## config.mk

```make
export PLATFORM = sky130hd
export DESIGN_NAME = isometric_point_to_pixel_top
export DESIGN_NICKNAME = d
export VERILOG_FILES = /design/src/rtl/core/ipp_pkg.sv /design/src/rtl/core/ipp_front.sv /design/src/rtl/core/ipp_fifo.sv /design/src/rtl/core/ipp_back.sv /design/src/rtl/core/isometric_point_to_pixel_top.sv
export SDC_FILE = /design/constraint.sdc
export NUM_CORES = 2
export LEC_CHECK = 0
export BUFFER_PORTS_ARGS = -buffer_cell sky130_fd_sc_hd__buf_2
export CAP_MARGIN = 20
export CELL_PAD_IN_SITES_DETAIL_PLACEMENT = 1
export CELL_PAD_IN_SITES_GLOBAL_PLACEMENT = 1
export CORE_ASPECT_RATIO = 1.5
export CORE_UTILIZATION = 45
export CTS_CLUSTER_DIAMETER = 100
export DETAILED_ROUTE_END_ITERATION = 8
export PLACE_DENSITY = 0.78
export SETUP_SLACK_MARGIN = 0.4
export SKIP_CTS_REPAIR_TIMING = 1
export SLEW_MARGIN = 20
export SYNTH_ARGS = -nofsm -noshare
export SYNTH_HDL_FRONTEND = slang
export SYNTH_SLANG_ARGS = --single-unit
```

## constraint.sdc

```tcl
create_clock -name clock -period 35.3 [get_ports clock]
set_clock_uncertainty 0.2 [all_clocks]
set_input_delay 1.765 -clock clock [delete_from_list [all_inputs] [get_ports clock]]
set_output_delay 1.765 -clock clock [all_outputs]
set_load 0.01 [all_outputs]
```

## src/rtl/core/ipp_pkg.sv

```systemverilog
// Package for the isometric point-to-pixel mapper: payload structs, the
// configuration set, the queue entry and fixed projection constants.
// No dependencies.
package ipp_pkg;

   localparam int SCREEN_WIDTH  = 128;
   localparam int SCREEN_HEIGHT = 64;
   localparam int FIFO_DEPTH    = 8;
   localparam int QUOT_BITS     = 7;
   localparam int NUM_BITS      = 40;

   // Q0.16 projection weights, rounded to nearest
   localparam logic signed [16:0] K_ONE   = 17'sd46341;
   localparam logic signed [16:0] K_TWO   = 17'sd53510;
   localparam logic signed [16:0] K_THREE = 17'sd26755;

   // Register indexes
   localparam logic [7:0] REG_VIEW_MIN_X    = 8'd0;
   localparam logic [7:0] REG_VIEW_MAX_X    = 8'd1;
   localparam logic [7:0] REG_VIEW_MIN_Y    = 8'd2;
   localparam logic [7:0] REG_VIEW_MAX_Y    = 8'd3;
   localparam logic [7:0] REG_SCREEN_LEFT   = 8'd4;
   localparam logic [7:0] REG_SCREEN_TOP    = 8'd5;
   localparam logic [7:0] REG_SCREEN_RIGHT  = 8'd6;
   localparam logic [7:0] REG_SCREEN_BOTTOM = 8'd7;

   typedef struct packed {
      logic signed [15:0] point_x;
      logic signed [15:0] point_y;
      logic signed [15:0] point_z;
      logic               eval_error;
   } req_type;

   typedef struct packed {
      logic [6:0] pixel_col;
      logic [5:0] pixel_row;
   } rsp_type;

   typedef struct packed {
      logic signed [15:0] view_min_x;
      logic signed [15:0] view_max_x;
      logic signed [15:0] view_min_y;
      logic signed [15:0] view_max_y;
      logic [6:0]         screen_left;
      logic [5:0]         screen_top;
      logic [6:0]         screen_right;
      logic [5:0]         screen_bottom;
   } cfg_type;

   // One kept sample waiting for its two divisions
   typedef struct packed {
      logic [NUM_BITS-1:0] num_x;
      logic [NUM_BITS-1:0] num_y;
      logic [31:0]         den_x;
      logic [31:0]         den_y;
   } work_type;

   typedef struct packed {
      logic [3:0] count;
      logic       push;
      logic       pop;
   } fifo_status_type;

endpackage

```

## src/rtl/core/ipp_front.sv

```systemverilog
// Front end: accepts samples, projects them, applies the window checks and
// forms the scaled numerators. Depends on ipp_pkg.
module ipp_front (
   input  logic            clock,
   input  logic            reset,
   input  logic            accept,
   input  ipp_pkg::req_type req,
   input  ipp_pkg::cfg_type cfg,
   output logic [1:0]      inflight,
   output logic            push,
   output ipp_pkg::work_type work
);
   import ipp_pkg::*;

   // stage 1: products
   logic                v1_ff;
   logic                err_ff;
   logic signed [33:0]  pu_ff, pv1_ff, pv2_ff;
   // stage 2: classified
   logic                v2_ff, v2_in;
   logic [31:0]         du_ff, dv_ff, denx_ff, deny_ff;
   logic [31:0]         du_in, dv_in, denx_in, deny_in;
   logic [6:0]          sw_ff, sw_in;
   logic [5:0]          sh_ff, sh_in;
   // stage 3: numerators
   logic                v3_ff;
   work_type            work_ff, work_in;

   logic signed [16:0]  diff, sum;
   logic signed [34:0]  u, v, lo_x, hi_x, lo_y, hi_y, du, dv;
   logic signed [7:0]   sw;
   logic signed [6:0]   sh;
   logic                drop;

   always_comb begin
      diff = {req.point_x[15], req.point_x} - {req.point_y[15], req.point_y};
      sum  = {req.point_x[15], req.point_x} + {req.point_y[15], req.point_y};
   end

   always_ff @(posedge clock) begin
      if (reset) begin
         v1_ff <= 1'b0;
      end else begin
         v1_ff <= accept;
      end
      err_ff <= req.eval_error;
      pu_ff  <= 34'(diff * K_ONE);
      pv1_ff <= 34'($signed({req.point_z[15], req.point_z}) * K_TWO);
      pv2_ff <= 34'(sum * K_THREE);
   end

   always_comb begin
      u    = 35'(pu_ff);
      v    = 35'(pv1_ff) - 35'(pv2_ff);
      lo_x = 35'($signed({cfg.view_min_x, 16'b0}));
      hi_x = 35'($signed({cfg.view_max_x, 16'b0}));
      lo_y = 35'($signed({cfg.view_min_y, 16'b0}));
      hi_y = 35'($signed({cfg.view_max_y, 16'b0}));
      sw   = $signed({1'b0, cfg.screen_right}) - $signed({1'b0, cfg.screen_left});
      sh   = $signed({1'b0, cfg.screen_bottom}) - $signed({1'b0, cfg.screen_top});
      du   = u - lo_x;
      dv   = v - lo_y;
      drop = err_ff || (u < lo_x) || (u > hi_x) || (v < lo_y) || (v > hi_y)
             || (hi_x == lo_x) || (hi_y == lo_y) || sw[7] || sh[6];
      v2_in   = v1_ff && !drop;
      du_in   = du[31:0];
      dv_in   = dv[31:0];
      denx_in = 32'(hi_x - lo_x);
      deny_in = 32'(hi_y - lo_y);
      sw_in   = sw[6:0];
      sh_in   = sh[5:0];
   end

   always_ff @(posedge clock) begin
      if (reset) begin
         v2_ff <= 1'b0;
      end else begin
         v2_ff <= v2_in;
      end
      du_ff   <= du_in;
      dv_ff   <= dv_in;
      denx_ff <= denx_in;
      deny_ff <= deny_in;
      sw_ff   <= sw_in;
      sh_ff   <= sh_in;
   end

   // row uses a ceiling: fold den_y - 1 into its numerator
   always_comb begin
      work_in.num_x = NUM_BITS'(du_ff * sw_ff);
      work_in.num_y = NUM_BITS'(dv_ff * sh_ff) + NUM_BITS'(deny_ff) - NUM_BITS'(1);
      work_in.den_x = denx_ff;
      work_in.den_y = deny_ff;
   end

   always_ff @(posedge clock) begin
      if (reset) begin
         v3_ff <= 1'b0;
      end else begin
         v3_ff <= v2_ff;
      end
      work_ff <= work_in;
   end

   assign inflight = 2'(v1_ff) + 2'(v2_ff) + 2'(v3_ff);
   assign push     = v3_ff;
   assign work     = work_ff;

endmodule

```

## src/rtl/core/ipp_fifo.sv

```systemverilog
// Short queue between front and back ends.
// Depends on ipp_pkg.
module ipp_fifo (
   input  logic                    clock,
   input  logic                    reset,
   input  logic                    push,
   input  ipp_pkg::work_type       wr_data,
   input  logic                    pop,
   output ipp_pkg::work_type       rd_data,
   output logic                    empty,
   output ipp_pkg::fifo_status_type status
);
   import ipp_pkg::*;

   work_type   entry_ff [FIFO_DEPTH];
   logic [2:0] wr_ptr_ff, rd_ptr_ff;
   logic [3:0] count_ff, count_in;

   always_comb begin
      count_in = count_ff + 4'(push) - 4'(pop);
   end

   always_ff @(posedge clock) begin
      if (reset) begin
         wr_ptr_ff <= '0;
         rd_ptr_ff <= '0;
         count_ff  <= '0;
      end else begin
         if (push) wr_ptr_ff <= wr_ptr_ff + 3'd1;
         if (pop)  rd_ptr_ff <= rd_ptr_ff + 3'd1;
         count_ff <= count_in;
      end
      if (push) entry_ff[wr_ptr_ff] <= wr_data;
   end

   assign rd_data      = entry_ff[rd_ptr_ff];
   assign empty        = (count_ff == 4'd0);
   assign status.count = count_ff;
   assign status.push  = push;
   assign status.pop   = pop;

endmodule

```

## src/rtl/core/ipp_back.sv

```systemverilog
// Back end: pipelined restoring divider for column and row, then the
// output register. Depends on ipp_pkg.
module ipp_back (
   input  logic              clock,
   input  logic              reset,
   input  logic              empty,
   input  ipp_pkg::work_type head,
   input  ipp_pkg::cfg_type  cfg,
   output logic              pop,
   output logic              rsp_valid,
   input  logic              rsp_stall,
   output ipp_pkg::rsp_type  rsp_payload
);
   import ipp_pkg::*;

   logic                 vld_ff  [QUOT_BITS];
   logic [NUM_BITS-1:0]  remx_ff [QUOT_BITS];
   logic [NUM_BITS-1:0]  remy_ff [QUOT_BITS];
   logic [31:0]          denx_ff [QUOT_BITS];
   logic [31:0]          deny_ff [QUOT_BITS];
   logic [QUOT_BITS-1:0] qx_ff   [QUOT_BITS];
   logic [QUOT_BITS-1:0] qy_ff   [QUOT_BITS];

   logic                 vld_in  [QUOT_BITS];
   logic [NUM_BITS-1:0]  remx_in [QUOT_BITS];
   logic [NUM_BITS-1:0]  remy_in [QUOT_BITS];
   logic [31:0]          denx_in [QUOT_BITS];
   logic [31:0]          deny_in [QUOT_BITS];
   logic [QUOT_BITS-1:0] qx_in   [QUOT_BITS];
   logic [QUOT_BITS-1:0] qy_in   [QUOT_BITS];

   logic                 advance;
   logic                 rsp_valid_ff, rsp_valid_in;
   rsp_type              rsp_ff, rsp_in;
   logic [8:0]           col;
   logic [7:0]           row;

   assign advance = !rsp_valid_ff || !rsp_stall;
   assign pop     = advance && !empty;

   always_comb begin
      for (int k = 0; k < QUOT_BITS; k++) begin
         logic                 sv;
         logic [NUM_BITS-1:0]  rx, ry, tx, ty;
         logic [31:0]          dx, dy;
         logic [QUOT_BITS-1:0] qx, qy;
         if (k == 0) begin
            sv = pop;
            rx = head.num_x;
            ry = head.num_y;
            dx = head.den_x;
            dy = head.den_y;
            qx = '0;
            qy = '0;
         end else begin
            sv = vld_ff[k-1];
            rx = remx_ff[k-1];
            ry = remy_ff[k-1];
            dx = denx_ff[k-1];
            dy = deny_ff[k-1];
            qx = qx_ff[k-1];
            qy = qy_ff[k-1];
         end
         // trial subtract of the divisor at this stage's bit weight
         tx = NUM_BITS'(dx) << (QUOT_BITS - 1 - k);
         ty = NUM_BITS'(dy) << (QUOT_BITS - 1 - k);
         vld_in[k]  = sv;
         denx_in[k] = dx;
         deny_in[k] = dy;
         remx_in[k] = (rx >= tx) ? rx - tx : rx;
         remy_in[k] = (ry >= ty) ? ry - ty : ry;
         qx_in[k]   = {qx[QUOT_BITS-2:0], rx >= tx};
         qy_in[k]   = {qy[QUOT_BITS-2:0], ry >= ty};
      end
   end

   always_ff @(posedge clock) begin
      for (int k = 0; k < QUOT_BITS; k++) begin
         if (reset) begin
            vld_ff[k] <= 1'b0;
         end else if (advance) begin
            vld_ff[k] <= vld_in[k];
         end
         if (advance) begin
            remx_ff[k] <= remx_in[k];
            remy_ff[k] <= remy_in[k];
            denx_ff[k] <= denx_in[k];
            deny_ff[k] <= deny_in[k];
            qx_ff[k]   <= qx_in[k];
            qy_ff[k]   <= qy_in[k];
         end
      end
   end

   always_comb begin
      col = 9'(cfg.screen_left) + 9'(qx_ff[QUOT_BITS-1]);
      row = 8'(cfg.screen_bottom) - 8'(qy_ff[QUOT_BITS-1]);
      rsp_valid_in = vld_ff[QUOT_BITS-1] && (col < 9'(SCREEN_WIDTH))
                     && !row[7] && (row < 8'(SCREEN_HEIGHT));
      rsp_in.pixel_col = col[6:0];
      rsp_in.pixel_row = row[5:0];
   end

   always_ff @(posedge clock) begin
      if (reset) begin
         rsp_valid_ff <= 1'b0;
      end else if (advance) begin
         rsp_valid_ff <= rsp_valid_in;
      end
      if (advance) rsp_ff <= rsp_in;
   end

   assign rsp_valid   = rsp_valid_ff;
   assign rsp_payload = rsp_ff;

endmodule

```

## src/rtl/core/isometric_point_to_pixel_top.sv

```systemverilog
// Top level of the isometric point-to-pixel mapper: configuration registers,
// front end, queue and back end. Depends on ipp_pkg, ipp_front, ipp_fifo, ipp_back.
//
// Each accepted sample (x, y, z in signed Q8.8, plus an error flag) is
// projected isometrically, checked against the view window and mapped into
// the screen rectangle; it yields one pixel (column, row with row 0 at the
// top) or nothing. One sample is taken per cycle while the output is not
// stalled; a sample's pixel passes through 3 front stages, a queue write,
// 7 divider stages and the output register, with the first front stage
// loading on the accepting edge. The seven divider stages give one
// quotient bit each. Write the
// configuration only while the block is empty.
module isometric_point_to_pixel_top (
   input  logic             clock,
   input  logic             reset,
   input  logic             req_valid,
   output logic             req_stall,
   input  ipp_pkg::req_type req_payload,
   output logic             rsp_valid,
   input  logic             rsp_stall,
   output ipp_pkg::rsp_type rsp_payload,
   input  logic             csr_write_enable,
   input  logic [7:0]       csr_index,
   input  logic [15:0]      csr_write_data
);
   import ipp_pkg::*;

   cfg_type         cfg_ff, cfg_in;
   logic            accept;
   logic [1:0]      inflight;
   logic            push, pop, empty;
   work_type        work, head;
   fifo_status_type fstat;

   // register decode; writes beyond the list are dropped
   always_comb begin
      cfg_in = cfg_ff;
      if (csr_write_enable) begin
         unique case (csr_index)
            REG_VIEW_MIN_X:    cfg_in.view_min_x    = csr_write_data;
            REG_VIEW_MAX_X:    cfg_in.view_max_x    = csr_write_data;
            REG_VIEW_MIN_Y:    cfg_in.view_min_y    = csr_write_data;
            REG_VIEW_MAX_Y:    cfg_in.view_max_y    = csr_write_data;
            REG_SCREEN_LEFT:   cfg_in.screen_left   = csr_write_data[6:0];
            REG_SCREEN_TOP:    cfg_in.screen_top    = csr_write_data[5:0];
            REG_SCREEN_RIGHT:  cfg_in.screen_right  = csr_write_data[6:0];
            REG_SCREEN_BOTTOM: cfg_in.screen_bottom = csr_write_data[5:0];
            default: ;
         endcase
      end
   end

   always_ff @(posedge clock) begin
      if (reset) begin
         cfg_ff.view_min_x    <= -16'sd640;
         cfg_ff.view_max_x    <= 16'sd640;
         cfg_ff.view_min_y    <= -16'sd320;
         cfg_ff.view_max_y    <= 16'sd320;
         cfg_ff.screen_left   <= 7'd0;
         cfg_ff.screen_top    <= 6'd0;
         cfg_ff.screen_right  <= 7'd127;
         cfg_ff.screen_bottom <= 6'd63;
      end else begin
         cfg_ff <= cfg_in;
      end
   end

   // hold the input once queued plus in-flight samples reach one below the queue depth
   assign req_stall = (5'(fstat.count) + 5'(inflight)) >= 5'(FIFO_DEPTH - 1);
   assign accept    = req_valid && !req_stall;

   ipp_front u_front (
      .clock    (clock),
      .reset    (reset),
      .accept   (accept),
      .req      (req_payload),
      .cfg      (cfg_ff),
      .inflight (inflight),
      .push     (push),
      .work     (work)
   );

   ipp_fifo u_fifo (
      .clock   (clock),
      .reset   (reset),
      .push    (push),
      .wr_data (work),
      .pop     (pop),
      .rd_data (head),
      .empty   (empty),
      .status  (fstat)
   );

   ipp_back u_back (
      .clock       (clock),
      .reset       (reset),
      .empty       (empty),
      .head        (head),
      .cfg         (cfg_ff),
      .pop         (pop),
      .rsp_valid   (rsp_valid),
      .rsp_stall   (rsp_stall),
      .rsp_payload (rsp_payload)
   );

`ifndef SYNTHESIS
   a_count_bound: assert property (@(posedge clock) disable iff (reset)
      fstat.count <= 4'(FIFO_DEPTH))
      else $error("queue count over depth");

   a_no_overflow: assert property (@(posedge clock) disable iff (reset)
      (fstat.push && !fstat.pop) |-> (fstat.count < 4'(FIFO_DEPTH)))
      else $error("push into full queue");

   a_no_underflow: assert property (@(posedge clock) disable iff (reset)
      fstat.pop |-> (fstat.count != 4'd0))
      else $error("pop from empty queue");
`endif

endmodule

```

# After elaboration in Yosys (flattened, before gate mapping)
# Memory sizes are Yosys's and may differ from the RTL's. A register that Yosys moved wholly into a read port is not among the register bits.
# Index checks and enable logic that the tools add are counted.
op_classes:
  n_eq_ne: 9
  add_sub_neg: 34
  div: 0
  magnitude_cmp: 21
  shift: 0
  n_mux: 31
  n_bitwise: 7
  mul: 5
  n_reduce_logical: 31
op_table:
  columns: ["op", "count"]
  rows:
  - ["40-bit two-way mux", 14]
  - ["32-bit subtractor", 4]
  - ["40-bit by 32-bit >= comparator with 1-bit output", 2]
  - ["40-bit by 33-bit >= comparator with 1-bit output", 2]
  - ["40-bit by 34-bit >= comparator with 1-bit output", 2]
  - ["40-bit by 35-bit >= comparator with 1-bit output", 2]
  - ["40-bit by 36-bit >= comparator with 1-bit output", 2]
  - ["40-bit by 37-bit >= comparator with 1-bit output", 2]
  - ["40-bit by 38-bit >= comparator with 1-bit output", 2]
  - ["40-bit by 32-bit subtractor with 40-bit output", 2]
  - ["40-bit by 33-bit subtractor with 40-bit output", 2]
  - ["40-bit by 34-bit subtractor with 40-bit output", 2]
  - ["40-bit by 35-bit subtractor with 40-bit output", 2]
  - ["40-bit by 36-bit subtractor with 40-bit output", 2]
  - ["40-bit by 37-bit subtractor with 40-bit output", 2]
  - ["40-bit by 38-bit subtractor with 40-bit output", 2]
  - ["40-bit by 1-bit subtractor with 40-bit output, second input constant", 1]
  - ["38-bit by 32-bit adder with 39-bit output", 1]
  - ["32-bit by 7-bit multiplier with 39-bit output", 1]
  - ["32-bit by 6-bit multiplier with 38-bit output", 1]
  - ["35-bit by 32-bit greater-than comparator with 1-bit output", 1]
  - ["35-bit by 32-bit < comparator with 1-bit output", 1]
  - ["34-bit by 32-bit greater-than comparator with 1-bit output", 1]
  - ["34-bit by 32-bit < comparator with 1-bit output", 1]
  - ["32 further kinds", 84]
word_totals:
  wordCells: 177
  register_bits: 501
  output_inout_bits: 15
  latch_bits: 0
  rom_bits: 0
  in_bits: 78
  mem_count: 8
  ram_bits: 2257
mem_list:
  columns: ["name", "words", "word_bits", "rd", "rd_clocked_by_memory_dff", "write_ports", "line_no", "source"]
  rows:
  - ["u_fifo.entry_ff", 8, 143, 1, 1, 1, "ipp_fifo.sv:15", "work_type entry_ff [FIFO_DEPTH];"]
  - ["u_back.remx_ff", 7, 40, 6, 0, 7, "ipp_back.sv:17", "logic [NUM_BITS-1:0] remx_ff [QUOT_BITS];"]
  - ["u_back.remy_ff", 7, 40, 6, 0, 7, "ipp_back.sv:18", "logic [NUM_BITS-1:0] remy_ff [QUOT_BITS];"]
  - ["u_back.denx_ff", 7, 32, 6, 0, 7, "ipp_back.sv:19", "logic [31:0] denx_ff [QUOT_BITS];"]
  - ["u_back.deny_ff", 7, 32, 6, 0, 7, "ipp_back.sv:20", "logic [31:0] deny_ff [QUOT_BITS];"]
  - ["u_back.qx_ff", 7, 7, 7, 0, 7, "ipp_back.sv:21", "logic [QUOT_BITS-1:0] qx_ff [QUOT_BITS];"]
  - ["+2 memories", null, null, null, null, null, null, null]

# Logic depth before layout (Yosys ltp)
depth:
  depth_word: 11
  ltp_mapped: 33
  depth_no_buf: 32

# Modules after synthesis
# Synthesis repeated with hierarchy kept, for this count alone.
unflattened:
  hier_cells: 11946
  hier_area_um2: 144538.6
by_module_without_submodules:
  columns: ["module", "cells_per_inst", "area_each_um2", "n_inst"]
  rows:
  - ["ipp_back", 5303, 56301.5, 1]
  - ["ipp_fifo", 1734, 43847.1, 1]
  - ["ipp_front", 4554, 40676.5, 1]
  - ["isometric_point_to_pixel_top", 355, 3713.6, 1]

# Worst setup path before layout
# OpenSTA, ideal clock, no wires.
synth_timing:
  path_type: "input -> register"
  start: "input port rsp_stall"
  end: "memory u_back.vld_ff[0][0], enable pin"
  setup_time_ns: 0.447
  path_slack_ns: 15.309
  arrival_ns: 19.343
  required_time_ns: 34.653
  n_path_buf: 0
  path_stages: 2
  path_cell_list: "nand2_1 > or2_2"
synth_lines:
  columns: ["element", "line_no", "source"]
  rows:
  - ["start, declared", "isometric_point_to_pixel_top.sv:20", "input logic rsp_stall,"]
  - ["end, declared", "ipp_back.sv:16", "logic vld_ff [QUOT_BITS];"]

# Worst setup path in the final report
layout_timing:
  start: "input port req_payload[18] (netlist bit)"
  end: "register u_front.pu_ff[33]"
layout_between:
  elab_chain_cells: 2
layout_lines:
  columns: ["element", "line_no", "source"]
  rows:
  - ["start, declared", "isometric_point_to_pixel_top.sv:18", "input ipp_pkg::req_type req_payload,"]
  - ["16-bit by 16-bit subtractor with 17-bit output", "ipp_front.sv:36", "diff = {req.point_x[15], req.point_x} - {req.point_y[15], req.point_y};"]
  - ["17-bit by 17-bit multiplier with 34-bit output", "ipp_front.sv:47", "pu_ff <= 34'(diff * K_ONE);"]
  - ["end signal, assigned", "ipp_front.sv:47", null]
  - ["end, declared", "ipp_front.sv:18", "logic signed [33:0] pu_ff, pv1_ff, pv2_ff;"]
# No other way between the ends.
# A chain may end at the register's enable or synchronous reset.

==> metrics.md <==
| Metric | Value |
|---|---|
| DR pass1 iterations | `6` |
| Pins over their slew limit | `0` |
| Detailed Route WL | `289000 um` |
| Netlist Area Pre-Place | `115000 um^2` |
| Number of flops mapped to enable cells by yosys | `1636` |
| Via density | `5.56` |
| Final GP Congestion | `0.879` |
| Startpoint types | `input pin` |
| Initial Util | `45.3%` |
| Post-synth top cells | `edfxtp_1 (1636), inv_1 (1105), ha_1 (876), nand2_1 (654), fa_1 (489)` |
| Status | `completed` |
| Max Cap Viol | `0` |
| Clk pin slew, worst setup/hold paths | `0.06 ns` |
| Antenna Violating Nets Remaining | `0` |
| Setup WS post-layout | `25.71 ns` |
| Iter 0 DRT Violations | `3566` |
| Avg Cell Area, Syn | `12.5 um^2` |
| Die Area | `257000 um^2` |
| CTS buffer count | `201` |
| Die W | `414 um` |
| Synth unique cells | `105` |
| Synth area leader | `edfxtp_1` |
| CTS tree | `yes` |
| First-pass GRT wire length | `450000 um` |
| Final hold viol count | `0` |
| IO Count | `93` |
| Layout area overhead | `9.68%` |
| Clk sinks | `2061` |
| RSZ-0062 raised after global routing | `no` |
| Max_slew headroom | `17.8%` |
| Crit-path slowest cell | `a2111o_1` |
| Worst Max-Slew Pin Slew | `1.22 ns` |
| WS Path Type | `in2reg` |
| Cell area after layout | `126000 um^2` |
| Place WS | `24.91 ns` |
| Critical path required time | `35.77 ns` |
| Synth Flop Type | `edfxtp_1` |
| Syn Inst Count | `9212` |
| Core Area | `253000 um^2` |
| Post-layout util | `49.7%` |
| Setup total negative slack | `0 ns` |
| Hold Crit Class | `reg2reg` |
| Tcrit/Tclk final | `27.2%` |
| DRC errors left | `0` |
| Top post-synthesis cells by area | `edfxtp_1 (43%), ha_1 (9.6%), fa_1 (8.5%), dfxtp_1 (7.4%), mux4_2 (4.4%)` |
| CP Max Fanout | `6` |
| Setup-failing EPs final | `0` |
| Nets | `10800` |
| Die H | `620 um` |
| Worst skew pair latency | `0.88 ns` |
| PortBufs | `92` |
| Most common cell in the netlist | `edfxtp_1` |
| Crit. End Element | `register` |
| Post-DP HPWL | `212000 um` |
| Syn_nets | `10700` |
| Vias in the first global route | `79600` |
| CP arrival | `10.06 ns` |
| CTS H-tree lvls | `4` |
| Global Route Usage Sum | `22.4%` |
| Fmax | `104 MHz` |
| #FFs+latches synth | `2061` |
| Synth warn | `0` |
| Largest net degree at the start of global routing | `224` |
| Row count | `226` |
| Initial antenna violation count | `22` |
| Fillers | `25900` |
| Final min period | `9.59 ns` |
| Root buffer cell | `clkbuf_16` |
| Placed cell area | `119000 um^2` |
| Layout cell share with drive strength beyond 1 | `9.32%` |
| Post-synth ARST share | `0%` |
| Share of the synthesized area in the top cell type | `42.8%` |
| Routed vias | `71300` |
| Post-synthesis sequential area ratio | `50.2%` |
| Overflow after GRT | `0` |
| CTS Buffer Depth | `4` |
| Average wire per standard cell | `22.5 um` |
| Slowest Stage Delay on Critical Path | `0.56 ns` |
==> per-stage QoR <==
step | hold WS [ns] | std cells
2_1_floorplan | 0.110 | 9212
3_3_place_gp | 0.117 | 12500
3_5_place_dp | 0.124 | 12500
4_1_cts | 0.117 | 12800
5_1_grt | 0.123 | 12800
6_report | 0.113 | 12800
==> layout by cell type (no fill, tap or decap), types with 52 or more instances in the layout <==
cell,netlist,final
xor2_1,197,197
a21o_1,187,186
buf_2,21,92
clkbuf_16,0,203
a21oi_1,446,445
ha_1,876,876
mux4_2,222,222
nand2b_1,68,68
nor2_1,443,437
nor4_1,96,95
o21ai_0,298,298
inv_1,1105,1105
dfxtp_1,425,421
buf_4,2,62
fa_1,489,489
nand4_1,52,52
nor3_1,108,104
o21a_1,65,65
nand2_1,654,653
nor2b_1,97,95
xnor2_1,359,358
and2_1,241,240
a211o_1,54,54
edfxtp_1,1636,1636
mux2_2,116,116
nand3_1,92,92
mux2i_1,74,74
==> routing by layer <==
layer | global-route usage (%) | wire length (um)
met3 | 2.99 | 10900
met2 | 44.0 | 159000
met5 | 0 | 164
met4 | 11.8 | 16900
met1 | 22.8 | 102000
==> critical path, delay by kind of cell <==
kind | cells | cell delay (ns)
adder cells (fa/ha/maj) | 8 | 3.48
XOR/XNOR | 1 | 0.08
buffers and inverters | 7 | 0.62
multiplexers | 1 | 0.35
AND/OR/NAND/NOR | 5 | 0.89
AO/OA/AOI/OAI | 12 | 2.86
==> cell type report <==
class                   count  area (um^2)  share of cell area [%]
flip-flops and latches   2061        57600                    45.8
multi-input cells        5832        52200                    41.5
clock buffers             256         5410                    4.30
inverters                1106         4150                    3.30
well taps                3306         4140                    3.29
clock inverters           111         1240                   0.982
repair buffers            159         1020                   0.807
diodes                      6         15.0                  0.0119
==> state kept, by name, summed over array words and instances, names as in the netlist, 3 cells and up, named ones only <==
| register | flops |
|---|---|
| u_front.pv2_ff | 33 |
| u_fifo.count_ff | 4 |
| u_fifo.wr_ptr_ff | 3 |
| u_back.denx_ff | 96 |
| u_front.dv_ff | 31 |
| u_back.rsp_payload | 13 |
| u_front.pu_ff | 33 |
| cfg_ff | 90 |
| u_front.work | 111 |
| u_back.remy_ff | 240 |
| u_fifo.rd_ptr_ff | 3 |
| u_front.du_ff | 32 |
| u_fifo.entry_ff | 888 |
| u_back.qy_ff | 28 |
| u_back.qx_ff | 28 |
| u_front.sw_ff | 7 |
| u_front.deny_ff | 16 |
| u_front.sh_ff | 6 |
| u_back.remx_ff | 240 |
| u_back.vld_ff | 7 |
| u_back.deny_ff | 96 |
| u_front.pv1_ff | 32 |
| u_front.denx_ff | 16 |
==> kinds of logic (layout without fill, tap and decap cells) <==
kind of cell	after synthesis	after routing	synth area share, %
AND/OR/NAND/NOR	2062	2062	8.85
XOR/XNOR	557	557	4.26
adder cells (fa/ha/maj)	1368	1368	18.1
multiplexers	414	414	6.16
buffers and inverters	1319	1632	4.35
other	0	6	0
AO/OA/AOI/OAI	1431	1431	8.03
flip-flops	2061	2061	50.2
==> path summary, 6_finish.rpt <==
| path | from | endpoint | slack, ns | cells past startpoint |
|---|---|---|---|---|
| worst min-delay path | u_front.denx_ff[18] | u_front.work[50] | 0.11 | 0 |
| worst min register to register | u_front.denx_ff[18] | u_front.work[50] | 0.11 | 0 |
| worst max register to register | u_front.pv2_ff[2] | u_front.v2_ff | 28.00 | 24 |
| worst max-delay path | req_payload[18] | u_front.pu_ff[33] | 25.71 | 34 |
Power is not shown: default switching activity piles up to over one toggle a cycle in this logic, so the estimate is an artifact.
